[src/hdl/priority_round_robin_task_scheduler_top_defines.svh]
// assertion macros for the task scheduler
`ifndef PRIORITY_ROUND_ROBIN_TASK_SCHEDULER_TOP_DEFINES_SVH
`define PRIORITY_ROUND_ROBIN_TASK_SCHEDULER_TOP_DEFINES_SVH

// same-cycle implication, checked while out of reset
`define PRRTS_ASSERT_NOW(lbl, ante, cons, msg) \
    lbl: assert property (@(posedge i_clk) disable iff (!i_rst_n) (ante) |-> (cons)) \
        else $error(msg);

// next-cycle implication, checked while out of reset
`define PRRTS_ASSERT_NEXT(lbl, ante, cons, msg) \
    lbl: assert property (@(posedge i_clk) disable iff (!i_rst_n) (ante) |=> (cons)) \
        else $error(msg);

`endif

[src/hdl/prrts_pkg.sv]
// ----------------------------------------------------------------------------
// prrts_pkg
// Shared constants, codes and types of the priority round-robin task scheduler.
// ----------------------------------------------------------------------------
`default_nettype none

package prrts_pkg;

    localparam int MAX_TASKS       = 8;
    localparam int PRIORITY_LEVELS = 4;
    localparam int NSLOTS          = MAX_TASKS + 1;
    localparam int NLEVELS         = PRIORITY_LEVELS + 1;

    localparam int SLOT_W = 4;
    localparam int PRIO_W = $clog2(NLEVELS);
    localparam int LVL_W  = $clog2(NLEVELS + 1);
    localparam int CNT_W  = $clog2(MAX_TASKS + 1);
    localparam int DIDX_W = $clog2(MAX_TASKS);
    localparam int DATA_W = 32;

    localparam logic [SLOT_W-1:0] IDLE_SLOT = SLOT_W'(MAX_TASKS);
    localparam logic [SLOT_W-1:0] NO_SLOT   = '1;

    typedef enum logic [2:0] {
        CMD_CREATE = 3'd0,
        CMD_START  = 3'd1,
        CMD_TICK   = 3'd2,
        CMD_DELAY  = 3'd3,
        CMD_YIELD  = 3'd4,
        CMD_SWITCH = 3'd5
    } t_cmd;

    typedef enum logic [1:0] {
        STS_OK        = 2'd0,
        STS_FULL      = 2'd1,
        STS_DELAY_ERR = 2'd2
    } t_status;

    typedef enum logic [1:0] {
        RS_READY   = 2'd0,
        RS_RUNNING = 2'd1,
        RS_BLOCKED = 2'd2
    } t_run;

    typedef enum logic {
        MODE_NORMAL     = 1'b0,
        MODE_FROM_RESET = 1'b1
    } t_mode;

    typedef enum logic [2:0] {
        CS_IDLE,
        CS_TICK_RD,
        CS_TICK_WR,
        CS_SCHED_GO,
        CS_SCHED_WAIT,
        CS_SW_RD,
        CS_SW_DATA,
        CS_DONE
    } t_ctl_st;

    typedef enum logic [1:0] {
        SC_IDLE,
        SC_LVL,
        SC_WALK
    } t_sch_st;

    typedef struct packed {
        logic              done;
        logic              found;
        logic [SLOT_W-1:0] next;
    } t_sched_res;

endpackage

`default_nettype wire

[src/hdl/prrts_ram.sv]
// ----------------------------------------------------------------------------
// prrts_ram
// Simple dual-port synchronous ram, one write and one registered read port.
// ----------------------------------------------------------------------------
`default_nettype none

module prrts_ram #(
    parameter int DEPTH = 8,
    parameter int WIDTH = 32,
    localparam int AW   = $clog2(DEPTH)
) (
    input  wire logic             i_clk,
    input  wire logic             i_we,
    input  wire logic [AW-1:0]    i_waddr,
    input  wire logic [WIDTH-1:0] i_wdata,
    input  wire logic [AW-1:0]    i_raddr,
    output logic      [WIDTH-1:0] o_rdata
);

    logic [WIDTH-1:0] mem [DEPTH];
    logic [WIDTH-1:0] r_rdata;

    always_ff @(posedge i_clk) begin
        if (i_we) begin
            mem[i_waddr] <= i_wdata;
        end
    end

    always_ff @(posedge i_clk) begin
        r_rdata <= mem[i_raddr];
    end

    assign o_rdata = r_rdata;

endmodule

`default_nettype wire

[src/hdl/prrts_sched.sv]
// ----------------------------------------------------------------------------
// prrts_sched
// Ring walker: scans the levels from the highest priority and steps through
// one slot of a level's ring per cycle, keeping the round-robin pointers.
// ----------------------------------------------------------------------------
`default_nettype none

module prrts_sched import prrts_pkg::*; (
    input  wire logic              i_clk,
    input  wire logic              i_rst_n,
    input  wire logic              i_go,
    input  wire logic              i_init,
    input  wire logic              i_valid [NSLOTS],
    input  wire logic [PRIO_W-1:0] i_prio [NSLOTS],
    input  t_run                   i_state [NSLOTS],
    input  wire logic [CNT_W-1:0]  i_lcount [NLEVELS],
    output t_sched_res             o_res
);

    t_sch_st           r_st, n_st;
    logic [LVL_W-1:0]  r_lvl, n_lvl;
    logic [SLOT_W-1:0] r_p, n_p;
    logic [CNT_W-1:0]  r_k, n_k;
    logic              r_run, n_run;
    logic [SLOT_W-1:0] r_rr [NLEVELS];
    logic [SLOT_W-1:0] n_rr [NLEVELS];

    logic [CNT_W-1:0]  cnt;
    logic [PRIO_W-1:0] lv;
    logic [SLOT_W-1:0] ptr;

    function automatic logic in_level(input logic [SLOT_W-1:0] s, input logic [PRIO_W-1:0] l);
        logic r;
        r = 1'b0;
        if (s < SLOT_W'(NSLOTS)) begin
            r = i_valid[s] && (i_prio[s] == l);
        end
        return r;
    endfunction

    function automatic logic [SLOT_W-1:0] first_of(input logic [PRIO_W-1:0] l);
        logic [SLOT_W-1:0] r;
        r = NO_SLOT;
        for (int i = NSLOTS - 1; i >= 0; i--) begin
            if (i_valid[i] && (i_prio[i] == l)) begin
                r = SLOT_W'(i);
            end
        end
        return r;
    endfunction

    // smallest member above s, else wrap to the first member
    function automatic logic [SLOT_W-1:0] ring_next(input logic [SLOT_W-1:0] s,
                                                    input logic [PRIO_W-1:0] l);
        logic [SLOT_W-1:0] r;
        r = first_of(l);
        for (int i = NSLOTS - 1; i >= 0; i--) begin
            if ((SLOT_W'(i) > s) && i_valid[i] && (i_prio[i] == l)) begin
                r = SLOT_W'(i);
            end
        end
        return r;
    endfunction

    assign lv  = r_lvl[PRIO_W-1:0];
    assign cnt = (r_lvl < LVL_W'(NLEVELS)) ? i_lcount[lv] : '0;
    assign ptr = (r_lvl < LVL_W'(NLEVELS)) ? r_rr[lv] : NO_SLOT;

    always_ff @(posedge i_clk) begin
        if (!i_rst_n) begin
            r_st  <= SC_IDLE;
            r_lvl <= '0;
            r_p   <= NO_SLOT;
            r_k   <= '0;
            r_run <= 1'b0;
            for (int l = 0; l < NLEVELS; l++) begin
                r_rr[l] <= NO_SLOT;
            end
        end else begin
            r_st  <= n_st;
            r_lvl <= n_lvl;
            r_p   <= n_p;
            r_k   <= n_k;
            r_run <= n_run;
            r_rr  <= n_rr;
        end
    end

    always_comb begin
        n_st  = r_st;
        n_lvl = r_lvl;
        n_p   = r_p;
        n_k   = r_k;
        n_run = r_run;
        n_rr  = r_rr;
        o_res = '0;
        unique case (r_st)
            SC_IDLE: begin
                if (i_go) begin
                    n_lvl = '0;
                    n_st  = SC_LVL;
                end
            end
            SC_LVL: begin
                if (r_lvl == LVL_W'(NLEVELS)) begin
                    o_res.done = 1'b1;
                    n_st       = SC_IDLE;
                end else if (cnt == '0) begin
                    n_lvl = r_lvl + 1'b1;
                end else begin
                    // stale or empty pointer restarts at the level's first task
                    n_p   = in_level(ptr, lv) ? ptr : first_of(lv);
                    n_k   = '0;
                    n_run = 1'b0;
                    n_st  = SC_WALK;
                end
            end
            SC_WALK: begin
                if ((r_k < cnt) && (r_p < SLOT_W'(NSLOTS))) begin
                    if (i_state[r_p] == RS_RUNNING) begin
                        n_run = 1'b1;
                    end
                    if (i_state[r_p] == RS_READY) begin
                        o_res.done  = 1'b1;
                        o_res.found = 1'b1;
                        o_res.next  = r_p;
                        n_rr[lv]    = r_p;
                        n_st        = SC_IDLE;
                    end else begin
                        n_p = ring_next(r_p, lv);
                        n_k = r_k + 1'b1;
                    end
                end else begin
                    n_rr[lv] = r_p;
                    if (r_run) begin
                        o_res.done = 1'b1;
                        n_st       = SC_IDLE;
                    end else begin
                        n_lvl = r_lvl + 1'b1;
                        n_st  = SC_LVL;
                    end
                end
            end
            default: begin
                n_st = SC_IDLE;
            end
        endcase
        if (i_init) begin
            for (int l = 0; l < NLEVELS; l++) begin
                n_rr[l] = (l == NLEVELS - 1) ? IDLE_SLOT : first_of(PRIO_W'(l));
            end
        end
    end

endmodule

`default_nettype wire

[src/hdl/priority_round_robin_task_scheduler_top.sv]
// Task scheduler with 8 task slots plus an idle slot over 4 priority levels. One item
// is in work at a time. Create, start, a zero-length or rejected delay and unknown
// commands go straight to the result; a context switch passes through the write, the
// read and the registered read data of the stack-pointer ram. Scheduling (yield, delay,
// tick) runs the ring walker, which looks at the levels in turn and at the slots of each
// ring. A tick first sweeps the delay ram, passing over empty slots and reading, then
// writing back, each created slot. A finished result waits in the output register while
// the next item is taken.
`default_nettype none

`include "priority_round_robin_task_scheduler_top_defines.svh"

// ----------------------------------------------------------------------------
// priority_round_robin_task_scheduler_top
// Command sequencer, slot control table, delay ram and stack-pointer ram.
// ----------------------------------------------------------------------------
module priority_round_robin_task_scheduler_top import prrts_pkg::*; (
    input  wire logic                i_clk,
    input  wire logic                i_rst_n,
    input  wire logic                i_in_valid,
    output logic                     o_in_stall,
    input  wire logic [2:0]          i_cmd,
    input  wire logic [1:0]          i_priority_req,
    input  wire logic [DATA_W-1:0]   i_ticks,
    input  wire logic [DATA_W-1:0]   i_stack_pointer,
    output logic                     o_out_valid,
    input  wire logic                i_out_stall,
    output logic [1:0]               o_status,
    output logic [SLOT_W-1:0]        o_task_id,
    output logic                     o_switch_pending,
    output logic [DATA_W-1:0]        o_resume_pointer
);

    t_ctl_st           r_st, n_st;
    logic              r_valid [NSLOTS];
    logic              n_valid [NSLOTS];
    logic [PRIO_W-1:0] r_prio [NSLOTS];
    logic [PRIO_W-1:0] n_prio [NSLOTS];
    t_run              r_state [NSLOTS];
    t_run              n_state [NSLOTS];
    logic [CNT_W-1:0]  r_lcount [NLEVELS];
    logic [CNT_W-1:0]  n_lcount [NLEVELS];
    logic [CNT_W-1:0]  r_total, n_total;
    logic [SLOT_W-1:0] r_cur, n_cur;
    logic [SLOT_W-1:0] r_next, n_next;
    t_mode             r_mode, n_mode;
    logic [CNT_W-1:0]  r_idx, n_idx;

    t_status           r_res_status, n_res_status;
    logic [SLOT_W-1:0] r_res_id, n_res_id;
    logic              r_res_pend, n_res_pend;
    logic [DATA_W-1:0] r_res_resume, n_res_resume;

    logic              r_ovalid, n_ovalid;
    t_status           r_o_status, n_o_status;
    logic [SLOT_W-1:0] r_o_id, n_o_id;
    logic              r_o_pend, n_o_pend;
    logic [DATA_W-1:0] r_o_resume, n_o_resume;

    logic              accept;
    logic [PRIO_W-1:0] cprio;
    logic              sched_go;
    logic              sched_init;
    t_sched_res        sched_res;

    logic              dly_we;
    logic [DIDX_W-1:0] dly_waddr;
    logic [DATA_W:0]   dly_wdata;
    logic [DIDX_W-1:0] dly_raddr;
    logic [DATA_W:0]   dly_rdata;
    logic [DATA_W-1:0] dly_cnt;

    logic              sp_we;
    logic [SLOT_W-1:0] sp_waddr;
    logic [SLOT_W-1:0] sp_raddr;
    logic [DATA_W-1:0] sp_rdata;

    assign accept     = i_in_valid && !o_in_stall;
    assign o_in_stall = (r_st != CS_IDLE);
    assign cprio      = (i_priority_req > 2'(PRIORITY_LEVELS - 1)) ?
                        PRIO_W'(PRIORITY_LEVELS - 1) : PRIO_W'(i_priority_req);
    assign dly_cnt    = (dly_rdata[DATA_W-1:0] != '0) ? (dly_rdata[DATA_W-1:0] - 1'b1) : '0;

    // delay ram: {active, count} per task slot
    prrts_ram #(.DEPTH(MAX_TASKS), .WIDTH(DATA_W + 1)) u_dly_ram (
        .i_clk   (i_clk),
        .i_we    (dly_we),
        .i_waddr (dly_waddr),
        .i_wdata (dly_wdata),
        .i_raddr (dly_raddr),
        .o_rdata (dly_rdata)
    );

    prrts_ram #(.DEPTH(NSLOTS), .WIDTH(DATA_W)) u_sp_ram (
        .i_clk   (i_clk),
        .i_we    (sp_we),
        .i_waddr (sp_waddr),
        .i_wdata (i_stack_pointer),
        .i_raddr (sp_raddr),
        .o_rdata (sp_rdata)
    );

    prrts_sched u_sched (
        .i_clk    (i_clk),
        .i_rst_n  (i_rst_n),
        .i_go     (sched_go),
        .i_init   (sched_init),
        .i_valid  (r_valid),
        .i_prio   (r_prio),
        .i_state  (r_state),
        .i_lcount (r_lcount),
        .o_res    (sched_res)
    );

    always_ff @(posedge i_clk) begin
        if (!i_rst_n) begin
            r_st     <= CS_IDLE;
            for (int i = 0; i < NSLOTS; i++) begin
                r_valid[i] <= 1'b0;
                r_prio[i]  <= '0;
                r_state[i] <= RS_READY;
            end
            for (int l = 0; l < NLEVELS; l++) begin
                r_lcount[l] <= '0;
            end
            r_total  <= '0;
            r_cur    <= NO_SLOT;
            r_next   <= NO_SLOT;
            r_mode   <= MODE_NORMAL;
            r_idx    <= '0;
            r_ovalid <= 1'b0;
        end else begin
            r_st     <= n_st;
            r_valid  <= n_valid;
            r_prio   <= n_prio;
            r_state  <= n_state;
            r_lcount <= n_lcount;
            r_total  <= n_total;
            r_cur    <= n_cur;
            r_next   <= n_next;
            r_mode   <= n_mode;
            r_idx    <= n_idx;
            r_ovalid <= n_ovalid;
        end
    end

    always_ff @(posedge i_clk) begin
        r_res_status <= n_res_status;
        r_res_id     <= n_res_id;
        r_res_pend   <= n_res_pend;
        r_res_resume <= n_res_resume;
        r_o_status   <= n_o_status;
        r_o_id       <= n_o_id;
        r_o_pend     <= n_o_pend;
        r_o_resume   <= n_o_resume;
    end

    always_comb begin
        n_st         = r_st;
        n_valid      = r_valid;
        n_prio       = r_prio;
        n_state      = r_state;
        n_lcount     = r_lcount;
        n_total      = r_total;
        n_cur        = r_cur;
        n_next       = r_next;
        n_mode       = r_mode;
        n_idx        = r_idx;
        n_res_status = r_res_status;
        n_res_id     = r_res_id;
        n_res_pend   = r_res_pend;
        n_res_resume = r_res_resume;
        n_ovalid     = r_ovalid && i_out_stall;
        n_o_status   = r_o_status;
        n_o_id       = r_o_id;
        n_o_pend     = r_o_pend;
        n_o_resume   = r_o_resume;
        sched_go     = 1'b0;
        sched_init   = 1'b0;
        dly_we       = 1'b0;
        dly_waddr    = r_idx[DIDX_W-1:0];
        dly_wdata    = dly_rdata;
        dly_raddr    = r_idx[DIDX_W-1:0];
        sp_we        = 1'b0;
        sp_waddr     = r_cur;
        sp_raddr     = r_cur;

        unique case (r_st)
            CS_IDLE: begin
                if (accept) begin
                    n_res_status = STS_OK;
                    n_res_id     = '0;
                    n_res_pend   = 1'b0;
                    n_res_resume = '0;
                    n_st         = CS_DONE;
                    unique case (t_cmd'(i_cmd))
                        CMD_CREATE: begin
                            if (r_total >= CNT_W'(MAX_TASKS)) begin
                                n_res_status = STS_FULL;
                            end else begin
                                n_valid[r_total]  = 1'b1;
                                n_prio[r_total]   = cprio;
                                n_state[r_total]  = RS_READY;
                                n_lcount[cprio]   = r_lcount[cprio] + 1'b1;
                                n_total           = r_total + 1'b1;
                                n_res_id          = SLOT_W'(r_total);
                                dly_we            = 1'b1;
                                dly_waddr         = r_total[DIDX_W-1:0];
                                dly_wdata         = '0;
                            end
                        end
                        CMD_START: begin
                            n_valid[IDLE_SLOT]  = 1'b1;
                            n_prio[IDLE_SLOT]   = PRIO_W'(PRIORITY_LEVELS);
                            n_state[IDLE_SLOT]  = RS_READY;
                            n_lcount[NLEVELS-1] = CNT_W'(1);
                            n_mode              = MODE_FROM_RESET;
                            n_cur               = NO_SLOT;
                            n_next              = NO_SLOT;
                            sched_init          = 1'b1;
                        end
                        CMD_TICK: begin
                            n_idx = '0;
                            n_st  = CS_TICK_RD;
                        end
                        CMD_DELAY: begin
                            if (i_ticks == '0) begin
                                n_st = CS_DONE;
                            end else if (r_cur >= IDLE_SLOT) begin
                                n_res_status = STS_DELAY_ERR;
                            end else begin
                                dly_we         = 1'b1;
                                dly_waddr      = r_cur[DIDX_W-1:0];
                                dly_wdata      = {1'b1, i_ticks};
                                n_state[r_cur] = RS_BLOCKED;
                                n_st           = CS_SCHED_GO;
                            end
                        end
                        CMD_YIELD: begin
                            n_st = CS_SCHED_GO;
                        end
                        CMD_SWITCH: begin
                            if (r_next != NO_SLOT) begin
                                if (r_cur < SLOT_W'(NSLOTS)) begin
                                    sp_we = 1'b1;
                                    if (r_state[r_cur] == RS_RUNNING) begin
                                        n_state[r_cur] = RS_READY;
                                    end
                                end
                                n_cur           = r_next;
                                n_state[r_next] = RS_RUNNING;
                                n_mode          = MODE_NORMAL;
                                n_st            = CS_SW_RD;
                            end
                        end
                        default: begin
                            n_st = CS_DONE;
                        end
                    endcase
                end
            end
            CS_TICK_RD: begin
                if (r_idx == CNT_W'(MAX_TASKS)) begin
                    n_st = CS_SCHED_GO;
                end else if (!r_valid[r_idx]) begin
                    n_idx = r_idx + 1'b1;
                end else begin
                    n_st = CS_TICK_WR;
                end
            end
            CS_TICK_WR: begin
                // count down, and wake a blocked task whose count reached zero
                if (dly_rdata[DATA_W]) begin
                    dly_we    = 1'b1;
                    dly_wdata = {1'b1, dly_cnt};
                    if ((r_state[r_idx] == RS_BLOCKED) && (dly_cnt == '0)) begin
                        n_state[r_idx] = RS_READY;
                        dly_wdata      = {1'b0, dly_cnt};
                    end
                end
                n_idx = r_idx + 1'b1;
                n_st  = CS_TICK_RD;
            end
            CS_SCHED_GO: begin
                if (r_mode == MODE_FROM_RESET) begin
                    n_cur  = IDLE_SLOT;
                    n_mode = MODE_NORMAL;
                end
                sched_go = 1'b1;
                n_st     = CS_SCHED_WAIT;
            end
            CS_SCHED_WAIT: begin
                if (sched_res.done) begin
                    n_res_pend = sched_res.found;
                    if (sched_res.found) begin
                        n_next = sched_res.next;
                    end
                    n_st = CS_DONE;
                end
            end
            CS_SW_RD: begin
                n_st = CS_SW_DATA;
            end
            CS_SW_DATA: begin
                n_res_id     = r_cur;
                n_res_resume = sp_rdata;
                n_st         = CS_DONE;
            end
            CS_DONE: begin
                if (!r_ovalid || !i_out_stall) begin
                    n_ovalid   = 1'b1;
                    n_o_status = r_res_status;
                    n_o_id     = r_res_id;
                    n_o_pend   = r_res_pend;
                    n_o_resume = r_res_resume;
                    n_st       = CS_IDLE;
                end
            end
            default: begin
                n_st = CS_IDLE;
            end
        endcase
    end

    assign o_out_valid      = r_ovalid;
    assign o_status         = r_o_status;
    assign o_task_id        = r_o_id;
    assign o_switch_pending = r_o_pend;
    assign o_resume_pointer = r_o_resume;

    `PRRTS_ASSERT_NEXT(a_busy_after_accept, accept, o_in_stall, "no busy after accepted item")
    `PRRTS_ASSERT_NOW(a_total_bound, 1'b1, r_total <= CNT_W'(MAX_TASKS), "task total overflow")
    `PRRTS_ASSERT_NOW(a_pend_ok, o_out_valid && o_switch_pending, o_status == STS_OK,
                      "switch request with error status")
    `PRRTS_ASSERT_NOW(a_cur_range, 1'b1, (r_cur == NO_SLOT) || (r_cur < SLOT_W'(NSLOTS)),
                      "current slot out of range")

endmodule

`default_nettype wire
[config.mk]
export PLATFORM = sky130hd
export DESIGN_NAME = priority_round_robin_task_scheduler_top
export DESIGN_NICKNAME = d
export VERILOG_FILES = /design/src/hdl/prrts_pkg.sv /design/src/hdl/prrts_ram.sv /design/src/hdl/prrts_sched.sv /design/src/hdl/priority_round_robin_task_scheduler_top.sv
export VERILOG_INCLUDE_DIRS = /design/src /design/src/hdl
export SDC_FILE = /design/constraint.sdc
export NUM_CORES = 1
export LEC_CHECK = 0
export BUFFER_PORTS_ARGS = -buffer_cell sky130_fd_sc_hd__buf_2
export CORE_AREA = 2 2 295 297
export CTS_BUF_LIST = sky130_fd_sc_hd__clkbuf_16
export CTS_CLUSTER_SIZE = 16
export DETAILED_ROUTE_END_ITERATION = 10
export DIE_AREA = 0 0 297 299
export HOLD_SLACK_MARGIN = 0.02
export MAX_ROUTING_LAYER = met4
export PLACE_DENSITY = 0.63
export SETUP_SLACK_MARGIN = 0.02
export SKIP_CTS_REPAIR_TIMING = 1
export SLEW_MARGIN = 0
export SYNTH_ARGS = -nofsm -noshare
export SYNTH_HDL_FRONTEND = slang
export SYNTH_SLANG_ARGS = --single-unit
[constraint.sdc]
create_clock -name i_clk -period 3.6 [get_ports i_clk]
set_input_delay 0.54 -clock i_clk [delete_from_list [all_inputs] [get_ports i_clk]]
set_output_delay 0.54 -clock i_clk [all_outputs]
set_load 0.02 [all_outputs]
==> flow_summary.json <==
{
  "reg2reg_depth": 10,
  "synth_fa_ha_area_share_pct": 0.719,
  "worst_r2r_endpoint": "u_sched.r_p[0]",
  "netlist.top_cell.by_area": "edfxtp_1",
  "synth_xor_area_share_pct": 1.03,
  "syn_nets": 2594,
  "max-slew-margin-rel_pct": 25.9,
  "path_delay_family": "compound AO/OA/AOI/OAI gates",
  "grt_remaining_overflow": 0,
  "cp.required_ns": 4.17,
  "antenna_found_initial": 9,
  "critPathCaptureType": "register",
  "pin_count": 114,
  "power_density_nw_per_um2": 613,
  "ys_ff_latch": 813,
  "fin_crit_ns": 3.32,
  "initial_core_util_pct": 40.5,
  "tightest_slew_ns": 1.11,
  "rrSetupSlack_ns": 0.28,
  "placementRows": 108,
  "cp_num_buf_inv": 0,
  "p_total_mw": 24.9,
  "synth_top_family_by_area": "multiplexers",
  "drive_gt1_share_pct": 22.4,
  "yosys_warnings": 0,
  "n_fill_cell": 7546,
  "critPathArrivalTime_ns": 3.89,
  "maxCapViolCount": 0,
  "dieWidth_um": 297,
  "fmax_mhz": 301,
  "dieArea_um2": 88800,
  "clkLatencyLatePin_ns": 0.68,
  "status": "completed",
  "first_pass_iters": 5,
  "crit_type": "register to register",
  "report.final.hold_viol_count": 0,
  "drv_slew": 0,
  "synth.distinct_cells": 91,
  "ys.flop_type": "edfxtp_1",
  "cts_root_buf": "clkbuf_16",
  "core_area_um2": 85900,
  "clock_sinks": 813,
  "worst_path_max_delay_cell": "dfxtp_1",
  "multi_input_area_um2": 11700,
  "syn_inst": 2501,
  "cp_cell_sequence": "mux2i_1 -> a22o_1 -> a221o_1 -> mux2_4 -> a211o_1 -> o31a_1 -> a211oi_4 -> nand3_2 -> or4b_1 -> o211a_1",
  "leakage_nw": 13.8,
  "final_common_cell": "edfxtp_1",
  "async_flop_share_pct": 0,
  "numCtsBuffers": 85,
  "die_h_um": 299,
  "dpl.hpwl_um": 59200,
  "final_cell_mix": "630 x edfxtp_1, 201 x nand2_1, 180 x nor2_1",
  "synth_seq_area_share_pct": 64.9,
  "hp-class": "input port to register",
  "holdWs_ns": 0.138,
  "fin_nets": 2781,
  "cts_tree": "built",
  "skew_ns": 0.0647,
  "vias_per_cell": 5.70,
  "critPathMaxStageDelay_ns": 0.58,
  "wire_per_inst_um": 23.3,
  "seq_area_um2": 22600,
  "grt_pass1_wl_um": 139000,
  "grtUsageTotal_pct": 21.1,
  "synthMuxAreaShare_pct": 13.0,
  "vias": 22400,
  "avgSynthCellArea_um2": 13.9,
  "wl_um": 91500,
  "fin_crit_sh_pct": 92.2,
  "hold_end": "u_sp_ram.mem[4][18]",
  "finalSetupViolations": 0,
  "grt_start_max_net_pins": 71,
  "synthSimpleGateAreaFrac_pct": 10.1,
  "fin_ws_ns": 0.281,
  "synth_compound_area_share_pct": 8.14,
  "ir_drop_v": 0.000379,
  "htree_levels": 3,
  "antenna_left": 0,
  "drc": 0,
  "synth_top_area_share_pct": 54.4,
  "numPortBuffers": 113,
  "syn2layout_area_growth_pct": 16.8,
  "pre_cts_slack_ns": -0.00624,
  "whs_path_depth": 1,
  "worstHoldStart": "i_stack_pointer[18]",
  "clk_pin_slew_worst_paths_ns": 0.06,
  "synth_edf_count": 630,
  "synth_area_um2": 34800,
  "cp-start-kind": "register",
  "cts.path.max_buffers": 3,
  "r2r_start": "u_sched.lv[2]",
  "crit_fanout": 10,
  "first_global_vias": 22500,
  "routabilityCongestion": 0.935,
  "synth_area_leaders": "edfxtp_1 54%, dfxtp_1 11%, mux4_2 9.4%",
  "dr.first_iter.drc_count": 1736
}
==> metal layers <==
layer  routed length [µm]  up-vias  track usage, %
li1                     -    10100               -
met1                39900    11400            28.2
met2                43800      755            33.2
met3                 5730      142            3.53
met4                 2110        0            6.35
met5                    0        -               -
==> area by class of cell <==
class                      instances  share of cell area, %
sequential                       813                   55.6
tap                             1155                   3.55
timing repair buffer             243                   4.38
multi-input combinational       1498                   28.7
antenna                           10                 0.0615
clock buffer                      85                   5.23
clock inverter                    74                   2.02
inverter                          47                  0.434
==> metrics by stage <==
stage | util (%) | setup TNS, ns | cell area, µm² | std cells
finish | 47.3 | 0 | 40700 | 3925
global route | 47.3 | -0.00201 | 40700 | 3923
CTS | 47.2 | -0.0293 | 40600 | 3915
detailed placement | 43.8 | -0.0129 | 37600 | 3756
global placement | 43.8 | 0 | 37600 | 3756
floorplan | - | -36.08 | 34800 | 2501
==> worst max path at each step <==
stage                    startpoint                  end  depth (start not counted)
3_3_place_gp   u_dly_ram.o_rdata[0]          r_state[12]                         11
5_1_grt        u_dly_ram.o_rdata[1]           r_state[0]                         12
6_report              u_sched.lv[2]       u_sched.r_p[0]                         10
2_1_floorplan              i_cmd[2]  u_dly_ram.mem[1][0]                          9
3_5_place_dp   u_dly_ram.o_rdata[0]          r_state[16]                         11
4_1_cts        u_dly_ram.o_rdata[0]          r_state[12]                         11
==> worst register-to-register path: cells and delay by family (launching register included) <==
kind	cells	cell delay (ns)
and+or+nand+nor	2	0.64
DFF	1	0.58
muxes	2	0.46
AOI/OAI and AO/OA	6	1.54
==> kinds of logic (layout without fill, tap and decap cells) <==
kind of cell | after synthesis | after routing
adder cells (fa/ha/maj) | 20 | 20
flip-flops | 813 | 813
XOR/XNOR | 41 | 41
AO/OA/AOI/OAI | 448 | 448
other | 0 | 10
multiplexers | 265 | 265
AND/OR/NAND/NOR | 724 | 724
buffers and inverters | 190 | 449
==> synth_stat cells (5+ instances only) <==
cell type and number:
edfxtp_1 630, nand2_1 201, nor2_1 198, dfxtp_1 183
o21ai_0 150, mux4_2 146, clkbuf_1 112, a21oi_1 101
mux2i_1 79, nand3_1 61, nor3_1 50, inv_1 45
and2_1 40, mux2_2 39, a31oi_1 33, nor4_1 27
xnor2_1 26, nand4_1 24, or3_1 22, buf_1 21
ha_1 20, a211oi_1 18, a22oi_1 18, nor2b_1 17
nor3b_1 17, o211ai_1 16, xor2_1 15, a221o_1 13
nand2b_1 11, and3_1 10, nand3b_1 10, or2_2 10
o22ai_1 9, o31ai_1 7, o211a_1 6, a21o_1 5
a221oi_1 5, a32oi_1 5, buf_2 5, o21ai_1 5
o221ai_1 5
==> state kept, by name, indices dropped and copies added (netlist names), 3 cells and up <==
name,flops
r_state,18
r_valid,9
u_sched.lv,3
r_lcount,17
r_res_resume,32
r_total,4
u_sched.r_rr,20
r_st,3
r_prio,19
o_resume_pointer,32
u_sp_ram.o_rdata,32
r_next,4
o_task_id,4
r_cur,4
r_res_id,4
u_sp_ram.mem,288
u_sched.r_k,4
u_dly_ram.o_rdata,33
r_idx,4
u_sched.r_p,4
u_dly_ram.mem,264
==> power breakdown <==
group	total, mW	switching, mW	internal [mW]
registers	11.7	0.450	11.3
logic	4.23	2.63	1.61
clock network	8.99	3.74	5.25
Note: power is estimated with default switching activity, not from simulation.
